$ cat config.mk
export PLATFORM = sky130hd
export DESIGN_NAME = complex_integer_power
export DESIGN_NICKNAME = d
export VERILOG_FILES = /design/src/cip_pkg.sv /design/src/cip_round_sat.sv /design/src/complex_integer_power.sv
export SDC_FILE = /design/constraint.sdc
export NUM_CORES = 2
export LEC_CHECK = 0
export BUFFER_PORTS_ARGS = -buffer_cell sky130_fd_sc_hd__buf_2
export CAP_MARGIN = 20
export CORE_MARGIN = 2
export CORE_UTILIZATION = 53
export DETAILED_ROUTE_END_ITERATION = 8
export GPL_TIMING_DRIVEN = 0
export PLACE_DENSITY = 0.8
export RECOVER_POWER = 100
export SLEW_MARGIN = 10
export SYNTH_ARGS = -nofsm -noshare
export SYNTH_HDL_FRONTEND = slang
export SYNTH_SLANG_ARGS = --single-unit
$ cat constraint.sdc
create_clock -name clk -period 11.7 [get_ports clk]
set_clock_uncertainty 0.1 [all_clocks]
set_input_delay 2.34 -clock clk [delete_from_list [all_inputs] [get_ports clk]]
set_output_delay 2.34 -clock clk [all_outputs]
set_load 0.1 [all_outputs]
$ cat src/cip_pkg.sv
// ----------------------------------------------------------------------------
// cip_pkg
// Widths, sequencer states and the rounding unit's result type.
// ----------------------------------------------------------------------------
package cip_pkg;

	// Field and datapath widths.
	localparam int IN_W   = 16;
	localparam int EXP_W  = 4;
	localparam int DATA_W = 48;
	localparam int PROD_W = DATA_W + IN_W;
	// Sum of two products plus the rounding constant, with headroom.
	localparam int ACC_W  = PROD_W + 2;

	// Sequencer states: four products per complex multiplication.
	typedef enum logic [2:0] {
		ST_IDLE,
		ST_MUL_RA,
		ST_MUL_IB,
		ST_MUL_RB,
		ST_MUL_IA,
		ST_FIN,
		ST_DONE
	} cip_state_t;

	// Rounded and saturated part, with its saturation flag.
	typedef struct packed {
		logic signed [DATA_W-1:0] val;
		logic                     sat;
	} cip_rs_t;

endpackage

$ cat src/cip_round_sat.sv
// ----------------------------------------------------------------------------
// cip_round_sat
// Adds or subtracts a product to a biased accumulator, drops the fraction
// bits (round half up) and saturates to the 48-bit result range.
// ----------------------------------------------------------------------------
module cip_round_sat #(
	parameter int FRAC_BITS = 12
) (
	input  logic signed [cip_pkg::ACC_W-1:0]  acc,
	input  logic signed [cip_pkg::PROD_W-1:0] prod,
	input  logic                              add,
	output cip_pkg::cip_rs_t                  res
);
	import cip_pkg::*;

	logic signed [ACC_W-1:0] prod_ext;
	logic signed [ACC_W-1:0] sum;
	logic signed [ACC_W-1:0] shifted;
	logic                    fits;

	// The accumulator already holds the half LSB, so a floor shift rounds.
	assign prod_ext = {{(ACC_W-PROD_W){prod[PROD_W-1]}}, prod};
	assign sum      = add ? (acc + prod_ext) : (acc - prod_ext);
	assign shifted  = sum >>> FRAC_BITS;

	// The value fits when every bit above the result's sign bit matches it.
	assign fits = (&shifted[ACC_W-1:DATA_W-1]) | ~(|shifted[ACC_W-1:DATA_W-1]);

	always_comb begin
		if (fits) begin
			res.val = shifted[DATA_W-1:0];
			res.sat = 1'b0;
		end else begin
			res.val = shifted[ACC_W-1] ? {1'b1, {(DATA_W-1){1'b0}}}
			                           : {1'b0, {(DATA_W-1){1'b1}}};
			res.sat = 1'b1;
		end
	end

endmodule

$ cat src/complex_integer_power.sv
// ----------------------------------------------------------------------------
// complex_integer_power
// Raises a Q3.12 complex number to a whole power by repeated multiplication.
// ----------------------------------------------------------------------------
// One transaction at a time: after an input is accepted, each power step
// runs through MUL_RA, MUL_IB, MUL_RB, MUL_IA and FIN on a single shared
// 48x16 signed multiplier (four partial products, then the final rounding
// of the imaginary part); the result follows n steps, with n clamped to
// MAX_EXPONENT (none for a zero exponent). A new input is accepted once the
// result has been taken. Each part is rounded half up to FRAC_BITS fraction
// bits and saturated after every step; overflow reports any saturation.
// ----------------------------------------------------------------------------
module complex_integer_power #(
	parameter int MAX_EXPONENT = 12,
	parameter int FRAC_BITS    = 12
) (
	input  logic                               clk,
	input  logic                               arst_n,
	input  logic                               in_valid,
	output logic                               in_ready,
	input  logic signed [cip_pkg::IN_W-1:0]    real_in,
	input  logic signed [cip_pkg::IN_W-1:0]    imag_in,
	input  logic        [cip_pkg::EXP_W-1:0]   exponent,
	output logic                               out_valid,
	input  logic                               out_ready,
	output logic signed [cip_pkg::DATA_W-1:0]  real_out,
	output logic signed [cip_pkg::DATA_W-1:0]  imag_out,
	output logic                               overflow
);
	import cip_pkg::*;

	localparam logic [EXP_W-1:0] MAX_EXP = EXP_W'(MAX_EXPONENT);
	localparam logic [DATA_W-1:0] ONE    = {{(DATA_W-1){1'b0}}, 1'b1} << FRAC_BITS;
	localparam logic [ACC_W-1:0]  HALF   = {{(ACC_W-1){1'b0}}, 1'b1} << (FRAC_BITS - 1);

	cip_state_t state_q, state_d;
	logic [EXP_W-1:0] cnt_q;
	logic [EXP_W-1:0] n_clamp;
	logic             in_acc;

	logic signed [IN_W-1:0]   a_q, b_q;
	logic signed [DATA_W-1:0] re_q, im_q, nr_q;
	logic                     ovf_q;
	logic signed [PROD_W-1:0] prod_q;
	logic signed [ACC_W-1:0]  acc_q;

	logic signed [DATA_W-1:0] mul_x;
	logic signed [IN_W-1:0]   mul_y;
	logic signed [PROD_W-1:0] mul_p;
	logic signed [ACC_W-1:0]  prod_biased;
	cip_rs_t                  rs;

	assign in_acc  = in_valid && in_ready;
	assign n_clamp = (exponent > MAX_EXP) ? MAX_EXP : exponent;

	// State register.
	always_ff @(posedge clk or negedge arst_n) begin
		if (!arst_n) begin
			state_q <= ST_IDLE;
		end else begin
			state_q <= state_d;
		end
	end

	// Next state and handshake outputs.
	always_comb begin
		state_d   = state_q;
		in_ready  = 1'b0;
		out_valid = 1'b0;
		case (state_q)
			ST_IDLE: begin
				in_ready = 1'b1;
				if (in_valid) begin
					state_d = (n_clamp == '0) ? ST_DONE : ST_MUL_RA;
				end
			end
			ST_MUL_RA: state_d = ST_MUL_IB;
			ST_MUL_IB: state_d = ST_MUL_RB;
			ST_MUL_RB: state_d = ST_MUL_IA;
			ST_MUL_IA: state_d = ST_FIN;
			ST_FIN: begin
				state_d = (cnt_q == EXP_W'(1)) ? ST_DONE : ST_MUL_RA;
			end
			ST_DONE: begin
				out_valid = 1'b1;
				if (out_ready) begin
					state_d = ST_IDLE;
				end
			end
			default: state_d = ST_IDLE;
		endcase
	end

	// Remaining power steps.
	always_ff @(posedge clk or negedge arst_n) begin
		if (!arst_n) begin
			cnt_q <= '0;
		end else if (in_acc) begin
			cnt_q <= n_clamp;
		end else if (state_q == ST_FIN) begin
			cnt_q <= cnt_q - EXP_W'(1);
		end
	end

	// Shared multiplier operand selection: re*a, im*b, re*b, im*a.
	always_comb begin
		case (state_q)
			ST_MUL_IB, ST_MUL_IA: mul_x = im_q;
			default:              mul_x = re_q;
		endcase
		case (state_q)
			ST_MUL_IB, ST_MUL_RB: mul_y = b_q;
			default:              mul_y = a_q;
		endcase
	end

	assign mul_p       = PROD_W'(mul_x) * PROD_W'(mul_y);
	assign prod_biased = {{(ACC_W-PROD_W){prod_q[PROD_W-1]}}, prod_q} + $signed(HALF);

	// Real part subtracts im*b; imaginary part adds im*a.
	cip_round_sat #(
		.FRAC_BITS(FRAC_BITS)
	) u_round_sat (
		.acc (acc_q),
		.prod(prod_q),
		.add (state_q == ST_FIN),
		.res (rs)
	);

	// Datapath registers.
	always_ff @(posedge clk) begin
		prod_q <= mul_p;
		case (state_q)
			ST_IDLE: begin
				if (in_valid) begin
					a_q   <= real_in;
					b_q   <= imag_in;
					re_q  <= $signed(ONE);
					im_q  <= '0;
					ovf_q <= 1'b0;
				end
			end
			ST_MUL_IB, ST_MUL_IA: acc_q <= prod_biased;
			ST_MUL_RB: begin
				nr_q  <= rs.val;
				ovf_q <= ovf_q | rs.sat;
			end
			ST_FIN: begin
				re_q  <= nr_q;
				im_q  <= rs.val;
				ovf_q <= ovf_q | rs.sat;
			end
			default: begin
			end
		endcase
	end

	assign real_out = re_q;
	assign imag_out = im_q;
	assign overflow = ovf_q;

endmodule

# Yosys cells after proc, flatten, opt, wreduce, memory -nomap -nowiden
# Cells that the tools add are included.
[word_totals]
ff_bits = 314
inputBits = 40
output_inout_bits = 99
elab_cells = 64
[op_classes]
add_sub_neg = 4
n_mul = 1
magnitude_cmp = 1
n_eq_ne = 9
n_mux = 21
bitwise_logic = 3
n_reduce_logical = 15
[ops]
columns = ["op", "count"]
rows = [
  ["48-bit two-way mux", 4],
  ["48-bit case mux with 2 select lines", 2],
  ["66-bit by 64-bit adder with 66-bit output", 1],
  ["66-bit two-way mux", 1],
  ["66-bit by 64-bit subtractor with 66-bit output", 1],
  ["64-bit by 13-bit adder with 65-bit output, second input constant", 1],
  ["48-bit by 16-bit multiplier with 64-bit output", 1],
  ["49-bit two-way mux", 1],
  ["3-bit case mux with 7 select lines", 1],
  ["16-bit two-way mux", 1],
  ["3-bit two-way mux", 4],
  ["4-bit two-way mux", 3],
  ["3-bit equality test, second input constant", 3],
  ["2-bit AND reduction", 4],
  ["7-bit AND reduction", 1],
  ["7-bit OR reduction", 1],
  ["3-bit by 2-bit equality test with 1-bit output, second input constant", 2],
  ["2-bit nonzero test", 3],
  ["2-bit OR reduction", 3],
  ["4-bit by 1-bit equality test with 1-bit output, second input constant", 1],
  ["4-bit > comparator, second input constant", 1],
  ["4-bit zero test", 1],
  ["2-bit != test, second input constant", 2],
  ["4-bit by 1-bit subtractor with 4-bit output, second input constant", 1],
  ["7 further kinds", 10],
]

# Logic depth before layout (Yosys ltp)
[logic_depth]
ltp_word = 8
depth_mapped = 32

# Modules after synthesis
# From an unflattened synthesis, not the netlist that was laid out.
[hier_totals]
hier_cells = 4769
hier_area_um2 = 43736.9
[by_module_without_submodules]
columns = ["mod", "n_inst", "cells_per_inst", "area_each_um2", "seq_area_each_um2"]
rows = [
  ["complex_integer_power", 1, 3802, 37486.0, 8723.4],
  ["cip_round_sat", 1, 967, 6251.0, 0.0],
]

# Least setup slack after synthesis
# OpenSTA, ideal clock, no wires.
[synth_timing]
path_kind = "reg2reg"
start = "reg state_q[2]"
end = "reg prod_q[63]"
setup_time_ns = 0.129
arrival_ns = 9.393
t_required_ns = 11.471
slack_ns = 2.077
path_stages_with_launch = 26
period_less_slack_ns = 9.623
cell_sequence = "dfrtp_1 clkbuf_1 nand2b_1 a21oi_1 clkbuf_1 buf_1 mux2i_1 nor2_1 fa_1 fa_1 fa_1 fa_1 fa_1 inv_1 fa_1 inv_1 ha_1 or2_2 a21oi_1 a21oi_1 a21oi_1 a211oi_1 a221oi_1 nor3_1 o41ai_1 xnor2_1"
[synth_via]
elab_chain_len = 4
word_cells_on_any_way = 8
classes_between = "1 x mul; 3 x eq/ne; 2 x mux; 2 x reduce/logical"
[synth_rtl]
columns = ["item", "line_no", "rtl"]
rows = [
  ["from (decl)", "complex_integer_power.sv:36", "cip_state_t state_q, state_d;"],
  ["from (signal assigned)", "complex_integer_power.sv:61", "state_q <= state_d;"],
  ["3-bit by 2-bit equality test with 1-bit output (tied with other cells)", "complex_integer_power.sv:107, complex_integer_power.sv:111", ""],
  ["2-bit OR reduction, on equally long branches", "complex_integer_power.sv:107, complex_integer_power.sv:111", ""],
  ["48-bit two-way mux / 16-bit two-way mux (equally long branches)", "complex_integer_power.sv:107, complex_integer_power.sv:111", ""],
  ["48-bit by 16-bit multiplier with 64-bit output (*)", "complex_integer_power.sv:117", "assign mul_p = PROD_W'(mul_x) * PROD_W'(mul_y);"],
  ["named net mul_p[63]", "complex_integer_power.sv:49", "logic signed [PROD_W-1:0] mul_p;"],
  ["to (signal assigned)", "complex_integer_power.sv:132", "prod_q <= mul_p;"],
  ["to (decl)", "complex_integer_power.sv:44", "logic signed [PROD_W-1:0] prod_q;"],
]
# The timed path passes the listed nets; every way through them passes the cells marked *.
# A chain may end at the register's enable or synchronous reset.

# Final worst setup path
# Same ends and word-level chain as after synthesis.

==> results.json <==
{
  "outcome": "finished, violations left",
  "violations": "capacitance limit, slew limit",
  "ant_nets": 0,
  "clk_latency_ns": 0.59,
  "grt_pass1_wl_um": 214000,
  "post-place-cells": 5939,
  "critPathKind": "register to register",
  "synth-xor-area-share_pct": 4.69,
  "ys_seq_elements": 313,
  "port_buffers": 138,
  "fmax_ghz": 0.0875,
  "async_flop_share_pct": 2.24,
  "drive_above_1_share_pct": 4.09,
  "synth_nets": 5694,
  "synth.top_cell.area_share_pct": 32.9,
  "first_global_vias": 35500,
  "grt_use_total_pct": 34.5,
  "fin_crit_ns": 11.43,
  "die_height_um": 289,
  "synth_adder_area_share_pct": 39.2,
  "setup_viol": 0,
  "final_cell_mix": "891 x inv_1, 710 x fa_1, 660 x nand2_1",
  "cp_data_arrival_time_ns": 11.77,
  "num_rows": 104,
  "vias": 35400,
  "ys_types": 86,
  "postCtsResizedCells": 6,
  "dr.pass1.iters": 6,
  "maxSlewViolCount": 131,
  "post_cts_buffers": 0,
  "h-tree-depth": 1,
  "synth_area_sq_um": 43200,
  "synth_edf_count": 242,
  "crit_top_cell": "fa_1",
  "syn2layout_area_growth_pct": 6.86,
  "ys_seq_area_share_pct": 20.2,
  "clk_pin_slew_ns": 0.07,
  "drt-total-wl_um": 141000,
  "n_antenna_cell": 0,
  "grt_setup_unrepaired": "no",
  "antenna_found_initial": 1,
  "gp_congestion": 1.03,
  "cts_hold_buf": 0,
  "slew_headroom_pct": -99.3,
  "grt-ovfl-total": 0,
  "synthCells": 4729,
  "dp_hpwl_um": 117000,
  "ys.flop_type": "edfxtp_1",
  "yosys.area_share.simple_pct": 14.1,
  "hold_violations": 0,
  "finalWorstSetupSlack_ns": 0.269,
  "place_area_sq_um": 45400,
  "slowest_stage": "clkbuf_1",
  "hp-class": "register to register",
  "cpPeakStageDelay_ns": 0.75,
  "worstPathRequired_ns": 12.04,
  "fin_area_sq_um": 46100,
  "vias_per_cell": 5.90,
  "worst_pin_slew_ns": 2.99,
  "ys_warn_count": 0,
  "cts_tree": "yes",
  "synthMuxAreaShare_pct": 2.69,
  "cts_inserted_buffers": 30,
  "die_x_um": 289,
  "synth_top_family_by_area": "adder cells",
  "core-area_sq_um": 80500,
  "dp_slack_ns": -0.321,
  "dieArea_sq_um": 83800,
  "path_max_fanout": 10,
  "setup.worst_path.end_class": "register",
  "wl_per_cell_um": 23.5,
  "startpoint_type": "register",
  "grt_max_degree": 58,
  "avgSynthCellArea_sq_um": 9.13,
  "drt_iter0_drc": 3988,
  "seqCellArea_sq_um": 8720,
  "start_util_pct": 53.6,
  "synth_compound_area_share_pct": 9.20,
  "fin_crit_sh_pct": 97.7,
  "yosys.area.top_type": "fa_1",
  "num-nets-final": 5876,
  "synth_area_leaders": "fa_1 33%, edfxtp_1 17%, inv_1 7.7%",
  "clk_path_buf_depth": 3,
  "io_pins": 139,
  "fill_cells": 7021,
  "cts_root_buf": "clkbuf_16",
  "clkSinkCount": 313,
  "layout_commonest_cell": "inv_1",
  "multi_input_area_sq_um": 30200,
  "route.detailed.drc": 0,
  "final_cells": 5994,
  "maxCapViolations": 4
}
==> per-layer routing <==
layer / global-route usage (%) / vias to the layer above / wire, um
met4: 18.8 / 2 / 9970
met5: 0 / - / 18
met1: 47.1 / 17300 / 54000
met3: 8.86 / 438 / 18400
li1: - / 15300 / -
met2: 50.3 / 2324 / 58700
==> critical path: cells and delay by family (launching register included) <==
| family | cells | cell delay, ns |
|---|---|---|
| adders and majority gates | 7 | 3.52 |
| muxes | 1 | 0.55 |
| and+or+nand+nor | 6 | 1.93 |
| AOI/OAI and AO/OA | 6 | 2.37 |
| buffers and inverters | 7 | 2.06 |
| xor gates and xnor gates | 1 | 0.31 |
| DFF | 1 | 0.43 |
==> through the flow <==
step                hold WS, ns  setup TNS [ns]  util, %
detailed placement        0.379          -0.655     56.4
CTS                       0.399               0     57.7
floorplan                 0.350               0        -
global placement          0.386          -37.47     56.1
global route              0.421               0     57.3
finish                    0.398               0     57.3
==> layout make-up <==
cell class / instances / share of cell area, %
multi-input combinational: 3296 / 65.4
timing repair buffer: 151 / 1.43
tap: 1060 / 2.87
buffer: 228 / 1.94
clock inverter: 16 / 0.309
clock buffer: 39 / 1.93
inverter: 891 / 7.25
sequential: 313 / 18.9
==> final timing paths <==
kind / startpoint / to / slack [ns] / cells past startpoint
setup / recovery: state_q[2] / prod_q[63] / 0.27 / 28
hold / removal: nr_q[12] / real_out[12] / 0.40 / 1
setup reg to reg: state_q[2] / prod_q[63] / 0.27 / 28
hold reg to reg: nr_q[12] / real_out[12] / 0.40 / 1
max in group asynchronous: arst_n / state_q[1] / 9.65 / 1
min in group asynchronous: arst_n / state_q[0] / 1.57 / 1
==> registers in the layout, indices dropped and copies added, names as in the netlist <==
signal / count
b_q: 16
cnt_q: 4
imag_out: 48
nr_q: 48
real_out: 48
overflow: 1
acc_q: 65
prod_q: 64
state_q: 3
a_q: 16
==> logic make-up (layout without fill, tap and decap cells) <==
logic type	after synthesis	after routing
AND/OR/NAND/NOR	1412	1412
multiplexers	110	110
AO/OA/AOI/OAI	618	618
buffers and inverters	1120	1325
XOR/XNOR	231	231
adder cells (fa/ha/maj)	925	925
flip-flops	313	313
==> synth_stat cells (51+ instances only) <==
cell	instances
edfxtp_1	242
xor2_1	92
fa_1	710
clkbuf_1	185
a21o_1	71
a211oi_1	51
xnor2_1	139
and2_1	68
ha_1	215
inv_1	891
dfxtp_1	64
nor2_1	415
o21ai_0	100
a21oi_1	228
mux2i_1	61
nand2_1	660
nand3_1	52
nor3_1	52
Power is left out: the tool's default activity adds up to more than one toggle a clock period on the data nets, which glitch-free logic cannot reach.
